## src/rtl/rccd_pkg.sv

```systemverilog
// Package with shared types, constants and helper functions for the command decoder.
`default_nettype none
package rccd_pkg;

  localparam int MaxLineDefault = 512;
  localparam int ChannelsDefault = 8;

  localparam logic [9:0] SpeedMax = 10'd990;
  localparam logic [9:0] SpeedMin = 10'd600;
  localparam logic [9:0] SpeedStep = 10'd200;
  localparam logic [11:0] PulseMax = 12'd2500;
  localparam logic [11:0] PulseCentre = 12'd1500;
  localparam logic [11:0] PulseLeft = 12'd1100;
  localparam logic [11:0] PulseRight = 12'd1900;
  localparam logic [10:0] TimeLimit = 11'd100;

  localparam logic [1:0] CfgSpeedReset = 2'd0;
  localparam logic [1:0] CfgClearDist = 2'd1;
  localparam logic [1:0] CfgStopDist = 2'd2;
  localparam logic [1:0] CfgDeadZone = 2'd3;

  typedef enum logic [3:0] {
    T_NONE, T_BACK, T_LEFT, T_RIGHT, T_STOP, T_ANG1, T_ANG2, T_ANG3,
    T_ANG4, T_ANG5, T_ANG6, T_ADD, T_SLOW, T_HORN, T_NOHORN, T_JOY
  } token_t;

  // Summary of one finished message, handed from the parser to the executor.
  typedef struct packed {
    token_t      code;
    logic        fwd;
    logic [9:0]  range_cm;
    logic        ang_neg;
    logic [11:0] angle;
    logic        joy_ready;
    logic        joy_xneg;
    logic        joy_yneg;
    logic [7:0]  joy_x;
    logic [7:0]  joy_y;
    logic        pending;
    logic [2:0]  pend_chan;
    logic [11:0] pend_pulse;
  } msg_t;

  function automatic logic is_dig(input logic [7:0] c);
    return (c >= 8'h30) && (c <= 8'h39);
  endfunction

  // Decimal accumulate with saturation; narrow widths keep this small.
  function automatic logic [12:0] acc(input logic [12:0] v, input logic [7:0] c,
                                      input logic [12:0] lim);
    logic [16:0] t;
    if (!is_dig(c)) return v;
    t = {4'd0, v} * 17'd10 + {13'd0, c[3:0]};
    return (t > {4'd0, lim}) ? lim : t[12:0];
  endfunction

endpackage
`default_nettype wire

```

## src/rtl/rccd_parse.sv

```systemverilog
// Front part: byte-by-byte parsing of a message, classification at message end.
`default_nettype none
module rccd_parse
  import rccd_pkg::*;
#(
  parameter int MAX_LINE = MaxLineDefault,
  parameter int CHANNELS = ChannelsDefault
) (
  input  wire logic       clk,
  input  wire logic       rst,
  input  wire logic       take,
  input  wire logic [7:0] rx_byte,
  input  wire logic [9:0] range_cm,
  input  wire logic       end_of_message,
  output msg_t            msg,
  output logic            msg_valid
);

  localparam int PW = $clog2(MAX_LINE + 1);
  localparam int CW = $clog2(CHANNELS);

  logic [7:0]  pfx [6];
  logic [PW-1:0] pos;
  logic        f_num, f_pulse, f_time, f_prevt, f_send, f_tend, f_jend, f_aend;
  logic [7:0]  chan_acc;
  logic [11:0] pulse_acc;
  logic [10:0] time_acc;
  logic [11:0] ang_acc;
  logic        ang_started, ang_neg;
  logic [7:0]  jx, jy;
  logic [1:0]  jaxis, jneg;
  logic        jready;
  logic [11:0] ptab [CHANNELS];
  logic [CW-1:0] last_ch;
  logic        pend;
  logic [2:0]  pend_ch;
  logic [11:0] pend_pl;

  function automatic logic m4(input logic [7:0] b0, b1, b2, b3, input logic [7:0] p [6]);
    return p[0] == b0 && p[1] == b1 && p[2] == b2 && p[3] == b3;
  endfunction

  // Classify a prefix of the given length.
  function automatic token_t classify(input logic [7:0] p [6], input logic [PW-1:0] n);
    logic l6, l5, l4, l3;
    l6 = n >= PW'(6); l5 = n >= PW'(5); l4 = n >= PW'(4); l3 = n >= PW'(3);
    if (l6 && p[0] == "<" && m4("B","D","N","D",'{p[1],p[2],p[3],p[4],0,0}) && p[5] == ">")
      return T_BACK;
    if (l4 && m4("B","D","N","D",p)) return T_BACK;
    if (l6 && p[0] == "<" && m4("B","L","T","D",'{p[1],p[2],p[3],p[4],0,0}) && p[5] == ">")
      return T_LEFT;
    if (l4 && m4("B","L","T","D",p)) return T_LEFT;
    if (l6 && p[0] == "<" && m4("B","R","T","D",'{p[1],p[2],p[3],p[4],0,0}) && p[5] == ">")
      return T_RIGHT;
    if (l4 && m4("B","R","T","D",p)) return T_RIGHT;
    if (l6 && p[0] == "<" && p[1] == "B" && p[4] == "U" && p[5] == ">" &&
        ((p[2] == "L" && p[3] == "T") || (p[2] == "D" && p[3] == "N") ||
         (p[2] == "U" && p[3] == "P") || (p[2] == "R" && p[3] == "T")))
      return T_STOP;
    if (l4 && (m4("B","S","T","D",p) || m4("B","L","T","U",p) || m4("B","D","N","U",p) ||
               m4("B","U","P","U",p) || m4("B","R","T","U",p)))
      return T_STOP;
    if (l5 && p[0] == "<" && p[1] == "S" && p[4] == "-") begin
      if (p[2] == "U" && p[3] == "P") return T_ANG1;
      if (p[2] == "L" && p[3] == "T") return T_ANG2;
      if (p[2] == "D" && p[3] == "N") return T_ANG3;
      if (p[2] == "R" && p[3] == "T") return T_ANG4;
      if (p[2] == "D" && p[3] == "L") return T_ANG5;
      if (p[2] == "D" && p[3] == "R") return T_ANG6;
    end
    if (l4 && m4("B","U","A","D",p)) return T_ADD;
    if (l4 && m4("B","U","M","D",p)) return T_SLOW;
    if (l4 && m4("B","U","S","D",p)) return T_HORN;
    if (l4 && m4("B","U","S","N",p)) return T_NOHORN;
    if (l3 && p[0] == "<" && p[1] == "Z" && p[2] == "L") return T_JOY;
    return T_NONE;
  endfunction

  // Working copies updated by the current byte.
  logic [7:0]  pfx_n [6];
  logic [PW-1:0] pos_n;
  logic        active;
  token_t      code_n;
  logic        fwd_n;

  always_comb begin
    for (int i = 0; i < 6; i++) pfx_n[i] = pfx[i];
    active = pos < PW'(MAX_LINE);
    pos_n = active ? pos + PW'(1) : pos;
    if (active && pos < PW'(6)) pfx_n[pos[2:0]] = rx_byte;
    code_n = classify(pfx_n, pos_n);
    fwd_n = (pos_n >= PW'(6) && pfx_n[0] == "<" && pfx_n[1] == "B" && pfx_n[2] == "U" &&
             pfx_n[3] == "P" && pfx_n[4] == "D" && pfx_n[5] == ">") ||
            (pos_n >= PW'(4) && m4("B","U","P","D",pfx_n));
  end

  // Per-byte state update, following the processing order of one byte.
  always_ff @(posedge clk) begin
    logic [7:0] c;
    logic tend, was_time, may_write;
    logic [11:0] v;
    logic [10:0] t_new;
    logic [12:0] tmp;
    c = rx_byte;
    msg_valid <= !rst && take && end_of_message;
    if (rst) begin
      for (int i = 0; i < CHANNELS; i++) ptab[i] <= PulseCentre;
      last_ch <= '0;
    end
    if (rst || (take && end_of_message)) begin
      for (int i = 0; i < 6; i++) pfx[i] <= '0;
      pos <= '0;
      {f_num, f_pulse, f_time, f_prevt, f_send, f_tend, f_jend, f_aend} <= '0;
      chan_acc <= '0; pulse_acc <= '0; time_acc <= '0; ang_acc <= '0;
      ang_started <= 1'b0; ang_neg <= 1'b0;
      jx <= '0; jy <= '0; jaxis <= '0; jneg <= '0; jready <= 1'b0;
      pend <= 1'b0; pend_ch <= '0; pend_pl <= '0;
    end
    if (!rst && take) begin
      // Local copies so the end-of-message summary sees this byte's effect.
      logic [7:0] ca; logic [11:0] pa; logic [10:0] ta; logic [11:0] aa;
      logic fn, fp, ft, fpt, fs, fa, fj, ast, an, jr, pd;
      logic [7:0] x, y; logic [1:0] ax, ng; logic [CW-1:0] lc; logic [2:0] pc;
      logic [11:0] pp;
      logic [11:0] tab [CHANNELS];
      ca = chan_acc; pa = pulse_acc; ta = time_acc; aa = ang_acc;
      fn = f_num; fp = f_pulse; ft = f_time; fpt = f_prevt; fs = f_send;
      fa = f_aend; fj = f_jend; ast = ang_started; an = ang_neg; jr = jready;
      x = jx; y = jy; ax = jaxis; ng = jneg; lc = last_ch; pd = pend; pc = pend_ch;
      pp = pend_pl;
      for (int i = 0; i < CHANNELS; i++) tab[i] = ptab[i];
      tend = f_tend;
      if (active) begin
        if (c == 8'd0) tend = 1'b1;
        if (!tend) begin
          if (!fs) begin
            if (c == 8'h0A) fs = 1'b1;
            else begin
              was_time = ft;
              may_write = (code_n == T_NONE);
              if (fn) begin
                if (c != "P") begin
                  tmp = acc({5'd0, ca}, c, 13'd255); ca = tmp[7:0];
                end else fn = 1'b0;
              end
              if (fp) begin
                if (c != "T" && c != "#") begin
                  tmp = acc({1'b0, pa}, c, 13'd4095); pa = tmp[11:0];
                end else begin
                  v = (pa > PulseMax) ? PulseMax : pa;
                  fp = 1'b0;
                  if ({24'd0, ca} < CHANNELS && may_write) begin
                    tab[ca[CW-1:0]] = v;
                    lc = ca[CW-1:0];
                  end
                  ca = '0; pa = '0;
                end
              end
              if (was_time) begin
                tmp = acc({2'd0, ta}, c, 13'd2047); t_new = tmp[10:0]; ta = t_new;
                if (may_write) tab[0] = {1'b0, t_new};
              end
              if (c == 8'h0D && fpt && ta <= TimeLimit) begin
                pd = 1'b1; pc = 3'(lc); pp = tab[lc];
              end
              fpt = was_time;
              if (c == "#") fn = 1'b1;
              if (c == "P") fp = 1'b1;
              if (c == "T") ft = 1'b1;
            end
          end
          if (pos >= PW'(5) && !fa) begin
            if (is_dig(c)) begin
              tmp = acc({1'b0, aa}, c, 13'd4095); aa = tmp[11:0]; ast = 1'b1;
            end else if (!ast && (c == " " || (c >= 8'd9 && c <= 8'd13))) begin
            end else if (!ast && (c == "+" || c == "-")) begin
              ast = 1'b1; an = (c == "-");
            end else fa = 1'b1;
          end
          if (pos >= PW'(3) && !fj) begin
            if (c == ">") begin jr = 1'b1; fj = 1'b1; end
            else if (c == "X") ax = 2'd1;
            else if (c == "Y") ax = 2'd2;
            else if (c == "Z") ax = 2'd0;
            else if (c == "-") ng = ng | ax;
            else if (ax == 2'd1) begin tmp = acc({5'd0, x}, c, 13'd255); x = tmp[7:0]; end
            else if (ax == 2'd2) begin tmp = acc({5'd0, y}, c, 13'd255); y = tmp[7:0]; end
          end
        end
      end
      for (int i = 0; i < CHANNELS; i++) ptab[i] <= tab[i];
      last_ch <= lc;
      if (end_of_message) begin
        msg.code <= code_n; msg.fwd <= fwd_n; msg.range_cm <= range_cm;
        msg.ang_neg <= an; msg.angle <= aa; msg.joy_ready <= jr;
        msg.joy_xneg <= ng[0]; msg.joy_yneg <= ng[1]; msg.joy_x <= x; msg.joy_y <= y;
        msg.pending <= pd; msg.pend_chan <= pc; msg.pend_pulse <= pp;
      end else begin
        for (int i = 0; i < 6; i++) pfx[i] <= pfx_n[i];
        pos <= pos_n;
        {f_num, f_pulse, f_time, f_prevt, f_send, f_tend, f_jend, f_aend} <=
          {fn, fp, ft, fpt, fs, tend, fj, fa};
        chan_acc <= ca; pulse_acc <= pa; time_acc <= ta; ang_acc <= aa;
        ang_started <= ast; ang_neg <= an;
        jx <= x; jy <= y; jaxis <= ax; jneg <= ng; jready <= jr;
        pend <= pd; pend_ch <= pc; pend_pl <= pp;
      end
    end
  end

endmodule
`default_nettype wire

```

## src/rtl/rccd_queue.sv

```systemverilog
// Two-entry queue of message summaries between the parser and the executor.
`default_nettype none
module rccd_queue
  import rccd_pkg::*;
(
  input  wire logic clk,
  input  wire logic rst,
  input  wire logic push,
  input  msg_t      push_msg,
  input  wire logic pop,
  output msg_t      head,
  output logic      not_empty,
  output logic      full
);

  msg_t mem [2];
  logic rd, wr;
  logic [1:0] cnt;

  assign not_empty = cnt != 2'd0;
  assign full = cnt == 2'd2;
  assign head = mem[rd];

  always_ff @(posedge clk) begin
    if (rst) begin
      rd <= 1'b0; wr <= 1'b0; cnt <= 2'd0;
    end else begin
      if (push) begin mem[wr] <= push_msg; wr <= ~wr; end
      if (pop) rd <= ~rd;
      cnt <= cnt + {1'b0, push} - {1'b0, pop};
    end
  end

endmodule
`default_nettype wire

```

## src/rtl/rccd_exec.sv

```systemverilog
// Back part: carries out a decoded message and holds speed, horn and result.
`default_nettype none
module rccd_exec
  import rccd_pkg::*;
(
  input  wire logic         clk,
  input  wire logic         rst,
  input  wire logic [9:0]   speed_reset,
  input  wire logic [9:0]   clear_distance,
  input  wire logic [9:0]   stop_distance,
  input  wire logic [6:0]   dead_zone,
  input  wire logic         in_valid,
  input  msg_t              in_msg,
  output logic              in_take,
  output logic              valid,
  input  wire logic         stall,
  output logic              drive_write,
  output logic signed [10:0] drive_level,
  output logic              servo_write,
  output logic [2:0]        servo_channel,
  output logic [11:0]       servo_pulse,
  output logic              beep_on,
  output logic [9:0]        speed_now,
  output logic              unrecognized
);

  logic [9:0] speed;
  logic       beep;
  logic       rst_seen;

  assign in_take = in_valid && (!valid || !stall);

  always_ff @(posedge clk) begin
    logic dw, sw, un, bp;
    logic signed [10:0] lvl, sp;
    logic [2:0] ch;
    logic [11:0] pl;
    logic [9:0] spd;
    logic signed [9:0] x, y, d;
    dw = 1'b0; sw = 1'b0; un = 1'b0; lvl = '0; ch = '0; pl = '0;
    spd = speed; bp = beep; sp = $signed({1'b0, speed});
    x = in_msg.joy_xneg ? -$signed({2'b0, in_msg.joy_x}) : $signed({2'b0, in_msg.joy_x});
    y = in_msg.joy_yneg ? -$signed({2'b0, in_msg.joy_y}) : $signed({2'b0, in_msg.joy_y});
    d = $signed({3'b0, dead_zone});
    if (in_msg.fwd && in_msg.range_cm > clear_distance) begin
      dw = 1'b1; sw = 1'b1; lvl = sp; ch = 3'd1; pl = PulseCentre;
    end else if (in_msg.code == T_BACK) begin
      dw = 1'b1; sw = 1'b1; lvl = -sp; ch = 3'd1; pl = PulseCentre;
    end else if (in_msg.code == T_LEFT) begin
      dw = 1'b1; sw = 1'b1; lvl = sp; ch = 3'd1; pl = PulseLeft;
    end else if (in_msg.code == T_RIGHT) begin
      dw = 1'b1; sw = 1'b1; lvl = sp; ch = 3'd1; pl = PulseRight;
    end else if (in_msg.code == T_STOP || in_msg.range_cm < stop_distance) begin
      dw = 1'b1; sw = 1'b1; ch = 3'd1; pl = PulseCentre;
    end else if (in_msg.code inside {[T_ANG1:T_ANG6]}) begin
      sw = 1'b1; ch = 3'(in_msg.code - T_ANG1 + 4'd1);
      pl = in_msg.ang_neg ? 12'd0 : in_msg.angle;
    end else if (in_msg.code == T_ADD) begin
      spd = ({1'b0, speed} + 11'd200 >= 11'd990) ? SpeedMax : speed + SpeedStep;
    end else if (in_msg.code == T_SLOW) begin
      spd = (speed < 10'd800) ? SpeedMin : speed - SpeedStep;
    end else if (in_msg.code == T_HORN) begin
      bp = ~beep;
    end else if (in_msg.code == T_NOHORN) begin
      bp = 1'b0;
    end else if (in_msg.code == T_JOY) begin
      if (in_msg.joy_ready) begin
        if (y > -d && y < d && x >= -d && x < d) begin dw = 1'b1; lvl = '0; pl = PulseCentre; end
        if (y >= 0) begin
          if (y >= d && y <= 10'sd99) begin dw = 1'b1; lvl = -sp; pl = PulseCentre; end
        end else if (y > -10'sd99 && y <= -d) begin dw = 1'b1; lvl = sp; pl = PulseCentre; end
        if (x >= 0) begin
          if (x >= d && x < 10'sd99) begin dw = 1'b1; lvl = sp; pl = PulseLeft; end
        end else if (x >= -10'sd99 && x < -d) begin dw = 1'b1; lvl = sp; pl = PulseRight; end
        if (dw) begin sw = 1'b1; ch = 3'd1; end
      end
    end else begin
      if (in_msg.pending) begin sw = 1'b1; ch = in_msg.pend_chan; pl = in_msg.pend_pulse; end
      else un = 1'b1;
    end
    if (!dw) lvl = '0;
    if (!sw) begin ch = '0; pl = '0; end

    if (rst) begin
      valid <= 1'b0; beep <= 1'b0; rst_seen <= 1'b1;
    end else begin
      if (rst_seen) begin speed <= speed_reset; rst_seen <= 1'b0; end
      if (in_take && !rst_seen) begin
        valid <= 1'b1; speed <= spd; beep <= bp;
        drive_write <= dw; drive_level <= lvl; servo_write <= sw;
        servo_channel <= ch; servo_pulse <= pl; beep_on <= bp;
        speed_now <= spd; unrecognized <= un;
      end else if (valid && !stall) begin
        valid <= 1'b0;
      end
    end
  end

endmodule
`default_nettype wire

```

## src/rtl/robot_car_command_decoder.sv

```systemverilog
// Top level of the robot car command decoder.
`default_nettype none
// Bytes of one command message enter one per cycle on the in channel; the byte
// flagged end_of_message closes the message and produces exactly one result item
// with the drive, servo, horn and speed update. The front parser takes one byte
// per clock and turns each finished message into a summary; a two-entry queue
// passes summaries to the executor, which holds speed and horn state and the
// output register. Sustained rate is one byte per cycle. The parser stalls when
// the queue is full, or when the queue holds one summary that is not being taken
// while another is arriving. The user must write the configuration registers
// (speed_reset, clear_distance, stop_distance, dead_zone) only while the block
// is idle; the block does not enforce it. speed_reset is loaded into the speed
// on the first cycle after reset, and no item is executed before.
module robot_car_command_decoder
  import rccd_pkg::*;
#(
  parameter int MAX_LINE = MaxLineDefault,
  parameter int CHANNELS = ChannelsDefault
) (
  input  wire logic        clk,
  input  wire logic        rst,
  input  wire logic        in_valid,
  output logic             in_stall,
  input  wire logic [7:0]  rx_byte,
  input  wire logic [9:0]  range_cm,
  input  wire logic        end_of_message,
  output logic             out_valid,
  input  wire logic        out_stall,
  output logic             drive_write,
  output logic signed [10:0] drive_level,
  output logic             servo_write,
  output logic [2:0]       servo_channel,
  output logic [11:0]      servo_pulse,
  output logic             beep_on,
  output logic [9:0]       speed_now,
  output logic             unrecognized,
  input  wire logic        cfg_valid,
  output logic             cfg_ready,
  input  wire logic [1:0]  cfg_index,
  input  wire logic [9:0]  cfg_data
);

  logic [9:0] speed_reset, clear_distance, stop_distance;
  logic [6:0] dead_zone;

  assign cfg_ready = 1'b1;

  always_ff @(posedge clk) begin
    if (rst) begin
      speed_reset <= 10'd800; clear_distance <= 10'd66;
      stop_distance <= 10'd27; dead_zone <= 7'd30;
    end else if (cfg_valid) begin
      case (cfg_index)
        CfgSpeedReset: speed_reset <= cfg_data;
        CfgClearDist:  clear_distance <= cfg_data;
        CfgStopDist:   stop_distance <= cfg_data;
        CfgDeadZone:   dead_zone <= cfg_data[6:0];
        default: ;
      endcase
    end
  end

  msg_t pmsg, qhead;
  logic pvalid, qne, qfull, qpop, take;

  // The queue may hold one entry being pushed while full-check guards input.
  assign in_stall = qfull || (pvalid && qne && !qpop);
  assign take = in_valid && !in_stall;

  rccd_parse #(.MAX_LINE(MAX_LINE), .CHANNELS(CHANNELS)) u_parse (
    .clk, .rst, .take, .rx_byte, .range_cm, .end_of_message,
    .msg(pmsg), .msg_valid(pvalid)
  );

  rccd_queue u_queue (
    .clk, .rst, .push(pvalid), .push_msg(pmsg), .pop(qpop),
    .head(qhead), .not_empty(qne), .full(qfull)
  );

  rccd_exec u_exec (
    .clk, .rst, .speed_reset, .clear_distance, .stop_distance, .dead_zone,
    .in_valid(qne), .in_msg(qhead), .in_take(qpop),
    .valid(out_valid), .stall(out_stall),
    .drive_write, .drive_level, .servo_write, .servo_channel, .servo_pulse,
    .beep_on, .speed_now, .unrecognized
  );

endmodule
`default_nettype wire

```

## config.mk

```make
export PLATFORM = sky130hd
export DESIGN_NAME = robot_car_command_decoder
export DESIGN_NICKNAME = d
export VERILOG_FILES = /design/src/rtl/rccd_pkg.sv /design/src/rtl/rccd_parse.sv /design/src/rtl/rccd_queue.sv /design/src/rtl/rccd_exec.sv /design/src/rtl/robot_car_command_decoder.sv
export SDC_FILE = /design/constraint.sdc
export NUM_CORES = 1
export LEC_CHECK = 0
export BUFFER_PORTS_ARGS = -buffer_cell sky130_fd_sc_hd__buf_2
export CORE_MARGIN = 1
export CORE_UTILIZATION = 40
export DETAILED_ROUTE_END_ITERATION = 7
export PLACE_DENSITY_LB_ADDON = 0.1
export SYNTH_ARGS = -nofsm -noshare
export SYNTH_HDL_FRONTEND = slang
export SYNTH_SLANG_ARGS = --single-unit
```

## constraint.sdc

```tcl
create_clock -name clk -period 10.2 [get_ports clk]
set_input_delay 0 -clock clk [delete_from_list [all_inputs] [get_ports clk]]
set_output_delay 0 -clock clk [all_outputs]
set_load 0.01 [all_outputs]
```

==> reports/results.ini <==
[run_status]
status=finished clean

[worst_setup_path]
crit_type=reg -> reg
crit_start=u_parse.pos[9]
required_ns=10.58
cp_max_fo=20
start_kind=register
r2r_start=u_parse.pos[9]
critPathCaptureType=register
crit_arrival_ns=7.33

[routing]
routed_wl_um=96300
drt-initial-drc-count=1860
dr_wl_met3_um=4910
routed-wl-met2_um=44300
vias=25100
wl_per_cell_um=22.3
drc=0
m1WireLength_um=45000
dr.pass1.iters=5
routed_via_density=5.82
ant_nets=0
top_layer=met4

[placement]
gp_congestion=0.957
dp.cells=4167
io_buffers=77
dp_hpwl_um=68700
place_ws_ns=3.33

[clock_network]
cts-root-buf=clkbuf_16
cts_max_level=2
cts-resized-gates=0
cts_tree=built
path_clk_slew_ns=0.06
numCtsBuffers=60
cts_setup_buffers=0
insertion_delay_ns=0.66
cts_buffer_depth=3
clock-sinks=532

[global_routing]
grt_usage_pct=23.3
overflow=0
grt_pass1_wl_um=148000
antenna_found_initial=1
grt_start_max_net_pins=67
grt_pass1_vias=24500

[hold_path]
worstHoldPathType=in -> reg
hp-start=range_cm[8]

[synthesis]
syn_area_per_cell_um2=10.2
netlist_instances=3163
async_flop_share_pct=0
synth_nets=3387
synth.top_cells.by_area=edfxtp_1 40%, ha_1 6.8%, dfxtp_1 6.5%
yosys.area.top_type_share_pct=39.9
ys_seq_area_share_pct=46.3
synth-seq-cells=532
synth-main-ff-cell=edfxtp_1
synth_cell_types=102
synth_area_um2=32200
synth_edf_count=428
synth_top_area_cell=edfxtp_1
ys_warn_count=0

[timing]
tns_ns=0
hold_violations=0
fin_crit_sh_pct=68.2
finalCriticalPeriod_ns=6.95
tightestPinTransition_ns=1.31
rsz0062_at_grt=no
clock_skew_ns=0.0401
drv_slew=0
setup_viol=0
setup_ws_ns=3.25
clock.fmax_ghz=0.144
relSlewSlack_pct=11.8

[die]
core_area_um2=79400
die-area_um2=81700
io_pins=79
fp-row-count=103
die_x_um=286
die_y_um=286
start_util_pct=40.6

[layout]
stdcell_count=4322
drive_gt1_share_pct=9.99
fin_nets=3446
multi_input_area_um2=16300
fillCellCount=7534
seq_area_um2=14900
diodes=0
final_cell_mix=428 x edfxtp_1, 332 x nand2_1, 297 x nor2_1
area_delta_synth_final_pct=12.1
final_common_cell=edfxtp_1

[power_and_ir_drop]
cellLeakagePower_nw=13.7
power_density_nw_per_um2=185
vdd_drop_max_mv=0.130

[run]
maxCapViolCount=0

==> power by group <==
part           internal (mW)  switching (mW)
clock network           1.34           0.936
logic                  0.604            1.13
registers               2.55           0.144
total                   4.49            2.21
==> area by class of cell <==
cell class | count | share of cell area [%]
Inverter | 113 | 1.17
Tap cell | 1050 | 3.63
Clock buffer | 74 | 4.50
Multi-Input combinational cell | 2360 | 45.1
Timing Repair Buffer | 155 | 2.98
Sequential cell | 532 | 41.3
Clock inverter | 38 | 1.26
==> cells in the mapped netlist, types with 16 or more instances <==
master    count
edfxtp_1    428
nand2_1     332
nor2_1      301
mux2i_1     202
a21oi_1     189
ha_1        176
o21ai_0     136
clkbuf_1    111
inv_1       111
dfxtp_1     104
nand3_1      72
nor3_1       63
mux2_2       54
xnor2_1      53
a22o_1       45
nand2b_1     42
nand4_1      42
o21a_1       39
o22a_1       35
and2_1       31
nor2b_1      31
a21o_1       30
xor2_1       29
o31ai_1      24
nand3b_1     23
nor4_1       21
and3_1       20
nor3b_1      19
o21bai_1     19
buf_2        18
or3_1        18
o22ai_1      17
a31oi_1      16
buf_1        16
o211ai_1     16
or4_1        16
==> worst max-delay path, cell delays in order, from the launching register on <==
cell and delay, ns:
dfxtp_1 0.52, nor4_4 0.63, nand4_1 0.89, mux2_2 0.64, a22oi_1 0.62, o211ai_1 0.22, a22oi_1 0.20, nand4_1 0.49
or4_1 0.87, nand2_1 0.16, nand2_1 0.59, mux2i_1 0.28, o2bb2ai_1 0.16, mux2i_1 0.12, mux2_2 0.29
==> state kept, by name (all words and copies together), names as in the netlist, 11 cells and up, named ones only <==
signal and flops:
u_parse.ptab 96, u_parse.pulse_acc 12, u_parse.ang_acc 12, u_parse.pfx 48, u_exec.drive_level 11, u_parse.pend_pl 12
u_queue.mem 126, u_exec.servo_pulse 12, u_parse.time_acc 11, u_parse.msg 63
==> logic make-up after synthesis <==
group	share of synthesized area, %
flops	46.3
compound gates	15.0
mux	8.38
fa+ha+maj	7.61
other cells	0.0116
buf+inv	3.44
simple gates	17.0
xor+xnor	2.23
==> through the flow <==
step | hold slack [ns] | power, mW | area [um2] | utilization (%)
floorplan | 0.0277 | 3.91 | 32200 | -
global placement | 0.177 | 4.42 | 33600 | 42.4
detailed placement | 0.179 | 4.46 | 33600 | 42.4
CTS | 0.00543 | 6.76 | 36100 | 45.5
global route | 0.0259 | 7.04 | 36100 | 45.5
finish | 0.0542 | 6.70 | 36100 | 45.5
==> layer usage <==
layer / vias to the layer above / GRT usage, %
li1: 11900 / -
met1: 12400 / 32.6
met2: 702 / 37.9
met3: 126 / 2.91
met4: 0 / 6.12
met5: - / 0
==> worst paths after layout <==
check / cells after the start / end / slack, ns
setup reg to reg: 14 / u_parse.msg[4] / 3.25
hold reg to reg: 0 / u_queue.mem[0][38] / 0.45
hold / removal: 2 / u_parse.msg[56] / 0.05
setup / recovery: 14 / u_parse.msg[4] / 3.25
==> repair_timing <==
item | 4_1_cts | 5_1_grt
hold buffers | 43 | 0
endpoints found under the hold margin | 75 | 0
setup endpoints to repair | 0 | 0
Power figures use the tool's default switching activity.
